### src/hw/rtl/triangle_plane_equation_core_macros.svh
// Assertion macros for the triangle plane equation core.
// Used by the top level only; no other dependencies.
`ifndef TRIANGLE_PLANE_EQUATION_CORE_MACROS_SVH
`define TRIANGLE_PLANE_EQUATION_CORE_MACROS_SVH

// Implication checked at every rising clock edge outside reset.
`define TPE_ASSERT_IMPL(label, clk, rst_n, ante, cons, msg) \
    label: assert property (@(posedge clk) disable iff (!rst_n) (ante) |-> (cons)) \
        else $error(msg);

// Next-cycle implication checked outside reset.
`define TPE_ASSERT_NEXT(label, clk, rst_n, ante, cons, msg) \
    label: assert property (@(posedge clk) disable iff (!rst_n) (ante) |=> (cons)) \
        else $error(msg);

`endif

### src/hw/rtl/tpe_pkg.sv
// Shared types and constants for the triangle plane equation core.
// No dependencies.
`timescale 1ns / 1ps

package tpe_pkg;

    localparam int NORM_BITS  = 32;
    localparam int Q30        = 30;
    localparam int MANT_BITS  = 31;   // scaled magnitude, max largest < 2^30
    localparam int SUM_BITS   = 62;   // sum of three squares of 30-bit values
    localparam int ROOT_BITS  = 31;
    localparam int QUO_BITS   = 31;   // quotient, at most 2^30
    localparam int DIVD_BITS  = 61;   // m << 30 plus rounding
    // vertex fraction bits; plane_d keeps the vertex format, so no stage depends on it
    localparam int FRAC_BITS  = 16;

    // Control word carried from cell to cell.
    typedef struct packed {
        logic valid;
        logic degen;
    } tpe_ctl_t;

endpackage

### src/hw/rtl/tpe_div_cell.sv
// One restoring division step for three dividends sharing one divisor.
// Depends on tpe_pkg.
`timescale 1ns / 1ps

module tpe_div_cell
    import tpe_pkg::*;
#(
    parameter int STEP = 0
)
(
    input  logic                  clk,
    input  logic [ROOT_BITS-1:0]  dvs,
    input  logic [DIVD_BITS-1:0]  rem_in  [3],
    input  logic [QUO_BITS-1:0]   quo_in  [3],
    output logic [DIVD_BITS-1:0]  rem_out [3],
    output logic [QUO_BITS-1:0]   quo_out [3]
);

    localparam int QB = QUO_BITS - 1 - STEP;

    logic [DIVD_BITS+QUO_BITS-1:0] shd;

    always_comb
    begin
        shd = {{QUO_BITS{1'b0}}, {(DIVD_BITS-ROOT_BITS){1'b0}}, dvs} << QB;
    end

    always_ff @(posedge clk)
    begin
        for (int i = 0; i < 3; i++)
        begin
            if ({{QUO_BITS{1'b0}}, rem_in[i]} >= shd)
            begin
                rem_out[i] <= DIVD_BITS'({{QUO_BITS{1'b0}}, rem_in[i]} - shd);
                quo_out[i] <= quo_in[i] | (QUO_BITS'(1) << QB);
            end
            else
            begin
                rem_out[i] <= rem_in[i];
                quo_out[i] <= quo_in[i];
            end
        end
    end

endmodule

### config.mk
export PLATFORM = sky130hd
export DESIGN_NAME = tpe_div_cell
export DESIGN_NICKNAME = d
export VERILOG_FILES = /design/src/hw/rtl/triangle_plane_equation_core_macros.svh /design/src/hw/rtl/tpe_pkg.sv /design/src/hw/rtl/tpe_div_cell.sv
export SDC_FILE = /design/constraint.sdc
export NUM_CORES = 1
export LEC_CHECK = 0
export BUFFER_PORTS_ARGS = -buffer_cell sky130_fd_sc_hd__buf_2
export CAP_MARGIN = 20
export CORE_AREA = 8 8 221 223
export CTS_CLUSTER_SIZE = 25
export DETAILED_ROUTE_END_ITERATION = 10
export DIE_AREA = 0 0 229 231
export SETUP_SLACK_MARGIN = 0.3
export SLEW_MARGIN = 20
export SYNTH_ARGS = -nofsm -noshare
export SYNTH_HDL_FRONTEND = slang
export SYNTH_SLANG_ARGS = --single-unit
### constraint.sdc
create_clock -name clk -period 5.39 [get_ports clk]
set_clock_uncertainty 0.1 [all_clocks]
set_input_delay 0.539 -clock clk [delete_from_list [all_inputs] [get_ports clk]]
set_output_delay 0.539 -clock clk [all_outputs]
set_load 0.05 [all_outputs]
==> impl_metrics.csv <==
group,metric,value,unit
outcome,outcome,"finished, final reports clean",
logic_synthesis,synth_warnings,0,
setup_path,worstPathMaxFanout,3,
clock_network,htreeDepth,1,
logic_synthesis,synth_top_area_cell,"dfxtp_1",
worst_hold_path,hold_path.class,"input port to flip-flop",
placement,place.port_buffers,583,
logic_synthesis,yosysSeqAreaShare,47.3,%
floorplanning,die-area,0.0529,mm2
final_layout,area_delta_synth_final,55.6,%
placement,dpl.hpwl,44.3,mm
clock_network,postCtsSetupBuffers,0,
global_routing,grt_antenna_before_repair,11,
setup_path,worstPathCellList,"buf_2, inv_1, ha_1, inv_1, fa_1, a21oi_1, o211ai_1, a21oi_1, o21ai_0, buf_4, a2111oi_0, o21bai_1, o221ai_1, xnor2_1, mux2_2",
sta,max_freq,266,MHz
routing,wl_per_cell,21.9,um
clock_network,hold_buffers,178,
logic_synthesis,synth_area_leaders,"dfxtp_1, ha_1, a21o_1",
clock_network,clk_pin_slew,0.06,ns
sta,drv_slew,0,
sta,worst_pin_slew,0.977,ns
setup_path,critPathArrivalTime,4.11,ns
floorplanning,die_x,229,um
setup_path,crit_path_end_kind,"flip-flop",
logic_synthesis,avgSynthCellArea,10.4,um2
logic_synthesis,synthDistinctLibCells,59,
logic_synthesis,synth_edf_count,0,
global_routing,grt_usage,19.9,%
setup_path,critPathRequiredTime,5.75,ns
routing,route.detailed.drc,0,
routing,via_per_inst,4.57,
setup_path,worst_path_max_delay_cell,"a2111oi_0",
setup_path,crit_type,"input port to flip-flop",
placement,place.gp.congestion,0.873,
global_routing,grt_max_degree,58,
floorplanning,initial_core_util,25.9,%
logic_synthesis,synth_top_area_share,47.3,%
flow_run,cap_violations,0,
clock_network,clockBufferDepth,3,
sta,hold_viol_final,0,
clock_network,cts_tree,"yes",
routing,routed-via-count,11600,
sta,period_minus_slack,3.76,ns
sta,finalCritPeriodShare,69.7,%
final_layout,layout_commonest_cell,"buf_2",
floorplanning,core_area,0.0451,mm2
logic_synthesis,synth_fp_nets,1528,
clock_network,cts.sinks,276,
clock_network,cts-root-buf,"clkbuf_16",
clock_network,post_cts_resized,0,
routing,drt_iter0_drc,436,
floorplanning,placement_rows,78,
routing,ant_nets,0,
logic_synthesis,syn_area,0.0117,mm2
global_routing,grt_pass1_vias,12700,
logic_synthesis,ys_async_sr_fraction,0,%
sta,fin_tns_setup,0,ns
power,leakagePower,8.87,nW
final_layout,instances_no_fill,2528,
routing,wl,55.4,mm
placement,dp.cells,2290,
sta,rsz0062_at_grt,"no",
final_layout,final_nets,2305,
power,peakVddDrop,0.224,mV
power,powerDensity,364,mW/mm2
final_layout,final_cell_mix,"buf_2, dfxtp_1, dlygate4sd3_1",
routing,firstDrtPassIters,4,
global_routing,gr-total-overflow,0,
logic_synthesis,ys_ff_latch,276,
global_routing,grt_pass1_wl,80.9,mm
clock_network,cts_buffers,31,
setup_path,critPathLaunchType,"input port",
floorplanning,die_h,231,um
sta,slew_headroom,33.2,%
logic_synthesis,ys.flop_type,"dfxtp_1",
final_layout,drive_gt1_share,36.9,%
sta,finalSetupViolCount,0,
logic_synthesis,synthCells,1124,
floorplanning,ios,584,
setup_path,slowest_delay,0.80,ns
per-stage QoR:
stage / area [um2] / hold WS (ns) / power, mW / worst slack, ns / utilization, %
global placement: 15300 / 0.541 / 4.30 / 1.09 / 33.9
detailed placement: 15300 / 0.543 / 4.30 / 1.09 / 33.9
global route: 18200 / 0.0172 / 6.88 / 1.51 / 40.3
CTS: 18200 / 0.00574 / 6.68 / 1.67 / 40.3
floorplan: 11700 / 0.467 / 3.72 / 2.00 / -
finish: 18200 / 0.0439 / 6.61 / 1.63 / 40.3
registers in the layout, summed over array words and instances (netlist names):
register,flops
quo_out,93
rem_out,183
metal layers:
| metal | vias to the layer above | GRT usage (%) | wire (um) |
|---|---|---|---|
| li1 | 5590 | - | - |
| met1 | 5434 | 20.2 | 20300 |
| met2 | 407 | 37.8 | 28900 |
| met3 | 117 | 5.15 | 3470 |
| met4 | 14 | 9.05 | 2600 |
| met5 | - | 0 | 96 |
where the power goes:
group          internal [mW]  switching (mW)
registers               2.24          0.0620
clock network           1.36           0.884
logic                  0.680            1.39
synth_stat cells, drive strengths merged, types with 12 or more instances:
| library cell | instances |
|---|---|
| nand4 | 20 |
| xor2 | 32 |
| ha | 93 |
| o21ai | 51 |
| xnor2 | 48 |
| clkbuf | 13 |
| nand2 | 74 |
| nor4 | 22 |
| mux2 | 64 |
| inv | 62 |
| a21o | 56 |
| dfxtp | 276 |
| a21oi | 75 |
| and3 | 12 |
| nor2 | 45 |
| o21a | 14 |
| o21bai | 12 |
| nand3 | 23 |
| nor3 | 21 |
final timing paths:
kind | startpoint | end | depth (start not counted)
max | rem_in[152] | rem_out[182]$_DFF_P_ | 15
min | rem_in[29] | rem_out[29]$_DFF_P_ | 1
worst max-delay path: cells and delay by family:
kind / cells / cell delay [ns]
xor+xnor: 1 / 0.09
compound gates: 7 / 2.23
buf+inv: 4 / 0.42
mux: 1 / 0.25
fa+ha+maj: 2 / 0.58
layout make-up:
cell class | count | area [um2]
Clock inverter | 15 | 236
Timing Repair Buffer | 766 | 4740
Tap cell | 600 | 751
Clock buffer | 41 | 853
Antenna cell | 4 | 10.0
Multi-Input combinational cell | 764 | 5840
Fill cell | 4388 | 26900
Inverter | 62 | 233
Sequential cell | 276 | 5530
logic make-up (layout without fill, tap and decap cells):
logic type | after synthesis | count (layout) | share of synthesized area (%)
other | 0 | 4 | 0
AOI/OAI and AO/OA | 271 | 271 | 15.4
xor gates and xnor gates | 80 | 80 | 6.00
DFF | 276 | 276 | 47.3
muxes | 68 | 68 | 7.38
and+or+nand+nor | 249 | 249 | 10.5
adders and majority gates | 96 | 96 | 10.5
buffers and inverters | 84 | 884 | 2.96
(Power assumes the default switching activity.)
