[config.mk]
export PLATFORM = sky130hd
export DESIGN_NAME = tpe_sqrt_cell
export DESIGN_NICKNAME = d
export VERILOG_FILES = /design/src/hw/rtl/triangle_plane_equation_core_macros.svh /design/src/hw/rtl/tpe_pkg.sv /design/src/hw/rtl/tpe_sqrt_cell.sv
export SDC_FILE = /design/constraint.sdc
export NUM_CORES = 1
export LEC_CHECK = 0
export BUFFER_PORTS_ARGS = -buffer_cell sky130_fd_sc_hd__buf_4
export CELL_PAD_IN_SITES_DETAIL_PLACEMENT = 1
export CELL_PAD_IN_SITES_GLOBAL_PLACEMENT = 1
export CORE_ASPECT_RATIO = 1.25
export CORE_MARGIN = 1
export CORE_UTILIZATION = 38
export DETAILED_ROUTE_END_ITERATION = 10
export PLACE_DENSITY_LB_ADDON = 0.1
export SLEW_MARGIN = 20
export SYNTH_ARGS = -nofsm -noshare
export SYNTH_HDL_FRONTEND = slang
export SYNTH_SLANG_ARGS = --single-unit
[constraint.sdc]
create_clock -name clk -period 5.4 [get_ports clk]
set_input_delay 0.54 -clock clk [delete_from_list [all_inputs] [get_ports clk]]
set_output_delay 0.54 -clock clk [all_outputs]
set_load 0.02 [all_outputs]
[src/hw/rtl/triangle_plane_equation_core_macros.svh]
// Assertion macros for the triangle plane equation core.
// Used by the top level only; no other dependencies.
`ifndef TRIANGLE_PLANE_EQUATION_CORE_MACROS_SVH
`define TRIANGLE_PLANE_EQUATION_CORE_MACROS_SVH

// Implication checked at every rising clock edge outside reset.
`define TPE_ASSERT_IMPL(label, clk, rst_n, ante, cons, msg) \
    label: assert property (@(posedge clk) disable iff (!rst_n) (ante) |-> (cons)) \
        else $error(msg);

// Next-cycle implication checked outside reset.
`define TPE_ASSERT_NEXT(label, clk, rst_n, ante, cons, msg) \
    label: assert property (@(posedge clk) disable iff (!rst_n) (ante) |=> (cons)) \
        else $error(msg);

`endif

[src/hw/rtl/tpe_pkg.sv]
// Shared types and constants for the triangle plane equation core.
// No dependencies.
`timescale 1ns / 1ps

package tpe_pkg;

    localparam int NORM_BITS  = 32;
    localparam int Q30        = 30;
    localparam int MANT_BITS  = 31;   // scaled magnitude, max largest < 2^30
    localparam int SUM_BITS   = 62;   // sum of three squares of 30-bit values
    localparam int ROOT_BITS  = 31;
    localparam int QUO_BITS   = 31;   // quotient, at most 2^30
    localparam int DIVD_BITS  = 61;   // m << 30 plus rounding
    // vertex fraction bits; plane_d keeps the vertex format, so no stage depends on it
    localparam int FRAC_BITS  = 16;

    // Control word carried from cell to cell.
    typedef struct packed {
        logic valid;
        logic degen;
    } tpe_ctl_t;

endpackage

[src/hw/rtl/tpe_sqrt_cell.sv]
// One restoring square root step: produces one root bit a cycle.
// Depends on tpe_pkg.
`timescale 1ns / 1ps

module tpe_sqrt_cell
    import tpe_pkg::*;
#(
    parameter int STEP = 0
)
(
    input  logic                  clk,
    input  logic [SUM_BITS-1:0]   rem_in,
    input  logic [ROOT_BITS-1:0]  root_in,
    output logic [SUM_BITS-1:0]   rem_out,
    output logic [ROOT_BITS-1:0]  root_out
);

    // Bit weight of this step: root bit (ROOT_BITS-1-STEP)
    localparam int RB = ROOT_BITS - 1 - STEP;

    logic [SUM_BITS+1:0] trial;
    logic [SUM_BITS+1:0] rem_w;

    always_comb
    begin
        // (root + 2^RB)^2 - root^2 = 2*root*2^RB + 2^(2RB)
        trial = ({{(SUM_BITS+2-ROOT_BITS){1'b0}}, root_in} << (RB + 1))
              + ({{(SUM_BITS+1){1'b0}}, 1'b1} << (2 * RB));
        rem_w = {2'b00, rem_in};
    end

    always_ff @(posedge clk)
    begin
        if (rem_w >= trial)
        begin
            rem_out  <= SUM_BITS'(rem_w - trial);
            root_out <= root_in | (ROOT_BITS'(1) << RB);
        end
        else
        begin
            rem_out  <= rem_in;
            root_out <= root_in;
        end
    end

endmodule

==> results.txt, run 1 <==
Cells after synthesis: 427
Drt total wl: 13000 um
Postcts setup bufs: 0
Core area: 11100 sq um
Setup crit start kind: input pin
I/O Buffers: 186
Post-CTS Resized: 0
Share of cells above drive strength 1: 38.5%
Commonest non-fill, non-tap cell in the layout: buf_4
ANT cells: 0
DRT antenna net count: 0
Boundary Pins: 187
Crit-path leading delay family: compound AO/OA/AOI/OAI gates
Critical path buffer and inverter count: 3
Biggest area consumer among synthesized cells: dfxtp_1
Clock power frac: 32.8%
Slew Limit Fails: 0
P_sw: 628 uW
YS warnings: 0
Placed Cells incl. Taps: 737
Hold Path Class: input pin to flop
Synth top area share: 42.8%
CP max stage cell: a311o_2
GPL Wtd Cong: 0.844
CTS H-tree lvls: 3
Seq cells post-synth: 93
CP endpoint kind: flop
DP HPWL: 10200 um
Starting Density: 39.1%
Required time worst endpoint: 5.63 ns
Post-synthesis async set-or-reset flop share: 0%
Fin Setup TNS: 0 ns
Vias: 3887
Synth area leaders: dfxtp_1 43%, mux2_4 9.3%, ha_1 9.2%
Initial antenna violation count: 0
Final setup viols: 0
CTS Buf Count: 9
Logic pwr share: 29.4%
GR Util All Layers: 22.1%
Violated checks: DRC
Rows: 43
Die X: 97.7 um
Crit path max fanout: 32
Net count, final: 740
Ys flop type: dfxtp_1
Final instance area: 6170 sq um
First DRT Iteration DRCs: 96
First-pass GRT wire length: 20700 um
Clock sinks: 93
Die Ht: 122 um
FF+latch area: 1860 sq um
Largest net degree at the start of global routing: 33
Power Internal: 1.41 mW
Critical Path, Cell by Cell: buf_4 > inv_1 > ha_1 > inv_1 > fa_1 > a211o_1 > a21oi_2 > o211ai_2 > a31o_2 > a31oi_4 > o21ai_2 > a311o_2 > mux2_4
CTS tree: yes
Worst path most repeated cell: inv_1
Fill count: 1280
Grt total ovfl: 0
Yosys cell types: 51
Relative slew slack: 26.9%
Root buf cell: clkbuf_16
Post-Syn Nets: 554
Tmin final: 3.72 ns
Worst-case clock buffer depth: 2
Clock slew at reported path FFs: 0.07 ns
RSZ-0062 raised after global routing: no
Vias/cell: 5.16
Number of enable flip-flop cells after synthesis: 0
Drt wl/cell: 17.3 um
Fin crit share: 69.0%
Cell Pwr Density: 331 nW/um^2
Register share of total power: 37.9%
Placed cell areas: 5860 sq um
Final Hold Viols: 0
Crit Path Category: input pin to flop
Mapped Area: 4350 sq um
Status: complete, but fails checks
DRT Pass-1 Iters: 8
Crit-path max cell delay: 0.79 ns
Post-Syn Area per Cell: 10.2 sq um
WP data arrival: 3.95 ns
Hold-fix buffers, CTS: 0
Most frequent cells in the layout: 186 x buf_4, 93 x dfxtp_1, 37 x inv_1
Sequential area share after synthesis: 42.8%
Vias in the first global route: 4247
Die footprint: 11900 sq um
Max Clock Freq: 269 MHz
Sw Ratio: 30.8%
Peak supply drop: 0.163 mV
Non-Filler Instances: 753
Lkg Pwr: 3.12 nW
Area grow syn2layout: 41.8%
MaxCap Viol Count: 0
Least-Margin Pin Slew: 1.10 ns
Multi-input gate area in the final layout: 2290 sq um
Drt drc: 20
[Yosys cell counts (2+ instances only)]
library cell and count:
a211o_1 2, a211oi_1 4, a21o_1 25, a21oi_1 25
a221o_1 2, a221oi_1 4, a31o_2 2, a31oi_1 2
and2_1 2, and3_1 7, buf_6 3, clkbuf_1 8
dfxtp_1 93, ha_1 32, inv_1 37, mux2_2 2
mux2_4 27, mux2i_1 2, nand2_1 19, nand2b_1 2
nand3_1 10, nand4_1 7, nor2_1 21, nor2b_1 6
nor3_1 4, nor4_1 9, nor4b_1 2, o21a_1 6
o21ai_0 14, o21bai_1 3, xnor2_1 14, xor2_1 12
[power by group through the flow]
stage          logic, mW  registers [mW]  clock network, mW
2_1_floorplan      0.284           0.873                  0
3_3_place_gp       0.585           0.789                  0
3_5_place_dp       0.599           0.789                  0
4_1_cts            0.605           0.775              0.686
5_1_grt            0.647           0.779              0.714
6_report           0.600           0.774              0.669
[metal layers]
layer	vias to the layer above	track usage [%]	share of wire, %	routed length [um]
met1	1871	23.2	38	4940
li1	1888	-	-	-
met5	-	0	0	0
met2	106	43.0	56	7270
met3	22	4.42	3.9	510
met4	0	8.24	2.3	293
[final cells by class]
| class | count | area share [%] |
|---|---|---|
| clock buffer | 9 | 3.65 |
| clock inverter | 7 | 1.48 |
| inverter | 37 | 2.25 |
| multi-input combinational | 286 | 37.1 |
| sequential | 93 | 30.2 |
| tap | 135 | 2.74 |
| timing repair buffer | 186 | 22.6 |
[per-stage QoR]
step	utilization, %	hold slack (ns)	setup slack, ns	power (mW)
after floorplan	-	0.568	2.04	1.16
after global placement	52.6	0.654	1.42	1.37
after detailed placement	52.6	0.655	1.37	1.39
after CTS	55.4	0.292	1.66	2.07
after global routing	55.4	0.285	1.51	2.14
final	55.4	0.301	1.68	2.04
[cell families (layout without fill, tap and decap cells)]
group	count (synthesis)	after routing	synth area share, %
XOR/XNOR	26	26	5.23
flip-flops	93	93	42.8
multiplexers	31	31	10.3
buffers and inverters	48	239	4.66
adder cells (fa/ha/maj)	33	33	9.66
AO/OA/AOI/OAI	102	102	16.4
AND/OR/NAND/NOR	94	94	11.0
[final timing paths]
kind,start,endpoint,slack (ns),depth (start not counted)
max,rem_in[31],rem_out[43],1.68,13
min,root_in[22],root_out[22],0.30,1
[registers in the layout, indices dropped and copies added, names as in the netlist]
name	flops
root_out	31
rem_out	62
Note: power is estimated with default switching activity, not from simulation.
==> run 2: changes to the inputs <==
--- a/config.mk
+++ b/config.mk
@@ -10,7 +10,7 @@
 export CELL_PAD_IN_SITES_GLOBAL_PLACEMENT = 1
 export CORE_ASPECT_RATIO = 1.25
 export CORE_MARGIN = 1
-export CORE_UTILIZATION = 38
+export CORE_UTILIZATION = 35
 export DETAILED_ROUTE_END_ITERATION = 10
 export PLACE_DENSITY_LB_ADDON = 0.1
 export SLEW_MARGIN = 20
==> constraint.sdc (replaced) <==
create_clock -name clk -period 3.8 [get_ports clk]
set_input_delay 0.38 -clock clk [delete_from_list [all_inputs] [get_ports clk]]
set_output_delay 0.38 -clock clk [all_outputs]
set_load 0.02 [all_outputs]
==> run 2 against run 1 <==
  * The run now ends clean
  * Global-route usage shrank 2.0 points
  * Highest routed layer unchanged
  * Clock power grew 33%
  * Worst hold slack lost 0.17 ns
  * Largest power group unchanged
  * Sequential share of layout area shrank 0.17 points
  * First-iteration DRC count grew 31%
  * Die area grew 8.4%
  * Core utilization shrank 4.4 points
  * Count of clock-buffer cells in the layout is the same
  * Critical path type unchanged
==> results.txt, run 2 (synthesized netlist as in run 1, its figures left out) <==
Status: finished clean
Boundary Pins: 187 (unchanged)
Placed Cells incl. Taps: 768 (+4.2%)
Util after Layout: 51.0% (-4.4 points)
CP endpoint kind: flop
Max Clock Freq: 311 MHz
Fin Setup TNS: 0 ns (unchanged)
Vias/cell: 4.93 (-4.4%)
Drt wl/cell: 16.3 um (-5.7%)
Fin crit share: 84.6%
Required time worst endpoint: 4.03 ns (-1.60 ns)
DRT antenna net count: 0 (unchanged)
Die footprint: 12900 sq um (+8.4%)
Rows: 45 (+4.7%)
Worst path most repeated cell: inv_1
Vias: 3868 (-0.49%)
Crit-path max cell delay: 0.43 ns (-0.36 ns)
Final worst slack: 0.586 ns (-1.09 ns)
Postcts setup bufs: 0 (unchanged)
Crit-path leading delay family: compound AO/OA/AOI/OAI gates
Crit Path Category: input pin to flop
CTS H-tree lvls: 3 (unchanged)
Core area: 12200 sq um (+9.2%)
First-pass GRT wire length: 20000 um (-3.5%)
First DRT Iteration DRCs: 126 (+31%)
Biggest regs: rem_out x62, root_out x31
Net count, final: 742 (+0.27%)
Post-CTS Resized: 0 (unchanged)
Peak supply drop: 0.209 mV (+28%)
Area grow syn2layout: 42.6%
Hold Path Class: input pin to flop
MaxCap Viol Count: 0 (unchanged)
Drt drc: 0 (-100%)
RSZ-0062 raised after global routing: no
Clock sinks: 93 (unchanged)
Largest register FFs: 62 (unchanged)
Non-Filler Instances: 784 (+4.1%)
GPL Wtd Cong: 0.804 (-4.8%)
CP max stage cell: fa_1
Vias in the first global route: 4067 (-4.2%)
Power consumption: 2.84 mW (+39%)
I/O Buffers: 186 (unchanged)
Worst-case clock buffer depth: 2 (unchanged)
Final instance area: 6210 sq um (+0.57%)
Largest net degree at the start of global routing: 25 (-24%)
DP HPWL: 10300 um (+0.68%)
ANT cells: 0 (unchanged)
Top reg by flops: rem_out
Initial antenna violation count: 0 (unchanged)
Critical path buffer and inverter count: 4 (+1)
Final Hold Viols: 0 (unchanged)
Drt total wl: 12800 um (-1.8%)
GR Util All Layers: 20.1% (-2.0 points)
DRT Pass-1 Iters: 4 (-4)
Grt total ovfl: 0 (unchanged)
Cell Pwr Density: 458 nW/um^2 (+38%)
Root buf cell: clkbuf_16
Setup WS pre-CTS: 0.225 ns (-1.14 ns)
Starting Density: 35.8% (-3.3 points)
Slew Limit Fails: 0 (unchanged)
Critical Path, Cell by Cell: buf_4 > inv_1 > ha_1 > inv_1 > fa_1 > a211o_1 > a21oi_2 > o211ai_2 > a31o_2 > a31oi_4 > o21ai_2 > a311o_2 > buf_12 > mux2_4
WP data arrival: 3.45 ns (-0.50 ns)
Hold-fix buffers, CTS: 0 (unchanged)
CTS tree: yes
Die Ht: 127 um (+4.1%)
Setup crit start kind: input pin
Relative slew slack: 63.7% (+37 points)
Share of cells above drive strength 1: 38.7% (+0.20 points)
Most frequent cells in the layout: 187 x buf_4, 93 x dfxtp_1, 37 x inv_1
Hold WS: 0.134 ns (-0.167 ns)
Placed cell areas: 5920 sq um (+1.1%)
Commonest non-fill, non-tap cell in the layout: buf_4
Die X: 102 um (+4.1%)
Lkg Pwr: 3.12 nW (+0.23%)
Least-Margin Pin Slew: 0.537 ns (-0.559 ns)
Tmin final: 3.21 ns
Final setup viols: 0 (unchanged)
Fill count: 1433 (+12%)
Crit path max fanout: 24 (-25%)
CTS Buf Count: 9 (unchanged)
Clock slew at reported path FFs: 0.07 ns (about the same)
[run 2: changes by cell type in the layout (fill, tap and decap cells not counted), sizes merged]
cell	delta
buf	+2
bufinv	-1
clkinvlp	-1
inv	+2
[run 2: area by class of cell]
class	instances	area, sq um	share of cell area, %
clock buffers	9	225	3.63
clock inverters	7	62.6	1.01
inverters	37	139	2.24
multi-input cells	286	2290	36.9
flip-flops and latches	93	1860	30.0
well taps	164	205	3.31
repair buffers	188	1420	22.9
[run 2: power breakdown]
group	leakage, nW	internal (mW)	switching, mW
clock	0.145	0.460	0.427
sequential	0.785	1.07	0.0279
combinational	2.19	0.417	0.437
[run 2: final timing paths]
| kind | startpoint | to | slack [ns] | cells past startpoint |
|---|---|---|---|---|
| worst max-delay path | rem_in[31] | rem_out[36] | 0.59 | 14 |
| worst min-delay path | root_in[19] | root_out[19] | 0.13 | 1 |
[run 2: routing by layer]
layer	vias up	GRT usage (%)	routed length (um)
li1	1895	-	-
met1	1850	21.9	5010
met2	103	37.9	7020
met3	20	3.09	504
met4	0	7.84	254
met5	-	0	0
==> run 3: changes to the inputs <==
==> constraint.sdc (replaced) <==
create_clock -name clk -period 3.3 [get_ports clk]
set_input_delay 0.33 -clock clk [delete_from_list [all_inputs] [get_ports clk]]
set_output_delay 0.33 -clock clk [all_outputs]
set_load 0.02 [all_outputs]
==> run 3 against run 2 <==
  * Global-route usage fell by 0.076 points
  * Largest power group unchanged
  * Core utilization rose by 1.0 points
  * Largest cell class unchanged
  * Die area did not move
  * Sequential share of layout area fell by 0.59 points
  * First-iteration DRC count fell by 34%
  * Worst setup slack got worse by 0.37 ns
  * Non-clock buffer count rose by 13
  * Clock power rose by 17%
  * Count of clock-buffer cells in the layout did not move
  * Routed wire length rose by 0.29%
  * Via count rose by 0.72%
  * Critical endpoint is now rem_out[52]
==> results.txt, run 3 (synthesized netlist as in run 1, its figures left out) <==
Multi-input gate area in the final layout: 2290 sq um (unchanged)
Fill count: 1432 (-0.070%)
Final setup viols: 0 (unchanged)
GPL Wtd Cong: 0.834 (+3.7%)
Area grow syn2layout: 45.4%
Boundary Pins: 187 (unchanged)
Hold WS: 0.0863 ns (-0.0482 ns)
WP data arrival: 3.31 ns (-0.14 ns)
Setup crit start: rem_in[31]
Slew Limit Fails: 0 (unchanged)
FF+latch area: 1860 sq um (unchanged)
First-pass GRT wire length: 20000 um (+0.20%)
Cell Pwr Density: 523 nW/um^2 (+14%)
Starting Density: 35.8% (unchanged)
ANT cells: 0 (unchanged)
Worst-case clock buffer depth: 2 (unchanged)
Post-CTS Resized: 0 (unchanged)
Fin crit share: 93.4%
GR Util met2: 38.1% (+0.24 points)
Clock sinks: 93 (unchanged)
Grt total ovfl: 0 (unchanged)
Hold-fix buffers, CTS: 0 (unchanged)
Max Clock Freq: 324 MHz
RSZ-0062 raised after global routing: no
CTS H-tree lvls: 3 (unchanged)
MaxCap Viol Count: 0 (unchanged)
Most frequent cells in the layout: 199 x buf_4, 93 x dfxtp_1, 37 x inv_1
Commonest non-fill, non-tap cell in the layout: buf_4
Rows: 45 (unchanged)
Largest register FFs: 62 (unchanged)
Net count, final: 755 (+1.8%)
Vias/cell: 4.89 (-0.92%)
DRT antenna net count: 0 (unchanged)
M3 GR Usage: 3.42% (+0.33 points)
Die footprint: 12900 sq um (unchanged)
Vias in the first global route: 4138 (+1.7%)
Setup WS pre-CTS: -0.111 ns (-0.336 ns)
Setup crit start kind: input pin
Core area: 12200 sq um (unchanged)
Drt total wl: 12800 um (+0.29%)
Hold Path Class: input pin to flop
Required time worst endpoint: 3.53 ns (-0.50 ns)
Crit path max fanout: 16 (-33%)
CTS tree: yes
Final Hold Viols: 0 (unchanged)
Vias: 3896 (+0.72%)
Biggest regs: rem_out x62, root_out x31
DP HPWL: 10300 um (+0.17%)
Die Ht: 127 um (unchanged)
Peak supply drop: 0.253 mV (+21%)
Status: finished clean
Largest net degree at the start of global routing: 20 (-20%)
Top reg by flops: rem_out
Lkg Pwr: 3.19 nW (+2.1%)
Relative slew slack: 70.5% (+6.8 points)
I/O Buffers: 186 (unchanged)
DRT Pass-1 Iters: 4 (unchanged)
Share of cells above drive strength 1: 40.0% (+1.3 points)
CP endpoint kind: flop
Clock slew at reported path FFs: 0.08 ns (about the same)
Grt met1 use: 22.0% (+0.049 points)
Drt wl/cell: 16.1 um (-1.3%)
Tmin final: 3.08 ns
Least-Margin Pin Slew: 0.438 ns (-0.0995 ns)
Die X: 102 um (unchanged)
Postcts setup bufs: 0 (unchanged)
CTS Buf Count: 9 (unchanged)
Grt peak-use layer: met2
Final worst slack: 0.217 ns (-0.369 ns)
Critical path capture point: rem_out[52]
Root buf cell: clkbuf_16
Initial antenna violation count: 0 (unchanged)
Crit Path Category: input pin to flop
Drt drc: 0 (unchanged)
GR Util All Layers: 20.0% (-0.076 points)
First DRT Iteration DRCs: 83 (-34%)
run 3: stage by stage:
step	std cells	total power, mW	utilization, %	TNS [ns]	area, sq um
after floorplan	427	1.89	-	0	4350
after global placement	781	2.29	49.6	-1.35	6030
after detailed placement	781	2.31	49.6	-2.81	6030
after CTS	797	3.36	52.1	0	6330
after global routing	797	3.48	52.1	0	6330
final	797	3.31	52.1	0	6330
run 3: metal layers:
metal  vias up  routed length [um]  part of all wire, %
met5         -                   0                    0
met2        99                7010                   55
li1       1923                   -                    -
met4         0                 190                  1.5
met1      1864                5110                   40
met3        10                 518                  4.0
run 3: layout make-up:
cell class,count,area share [%]
timing repair buffer,201,24.2
clock buffer,9,3.56
tap,164,3.24
sequential,93,29.4
inverter,37,2.19
clock inverter,7,1.23
multi-input combinational,286,36.2
run 3: report_power, final:
part           internal, mW  total [mW]  switching, mW
registers              1.23        1.26         0.0318
logic                 0.503        1.01          0.512
clock network         0.536        1.04          0.499
run 3: worst min path at each step:
stage / startpoint / endpoint / slack [ns] / depth (start not counted)
floorplan: rem_in[0] / rem_out[0] / 0.36 / 0
global placement: root_in[21] / root_out[21] / 0.44 / 1
detailed placement: rem_in[10] / rem_out[10] / 0.44 / 1
CTS: rem_in[10] / rem_out[10] / 0.08 / 1
global route: rem_in[16] / rem_out[16] / 0.07 / 1
finish: rem_in[25] / rem_out[25] / 0.09 / 1
run 3: worst max-delay path, stage by stage:
cell,delay (ns)
buf_4,0.11
inv_1,0.07
ha_1,0.18
inv_1,0.07
fa_1,0.43
a211o_1,0.35
a21oi_2,0.18
o211ai_2,0.13
a31o_2,0.25
a31oi_4,0.19
o21ai_2,0.09
a311o_2,0.46
buf_12,0.19
mux2_4,0.30
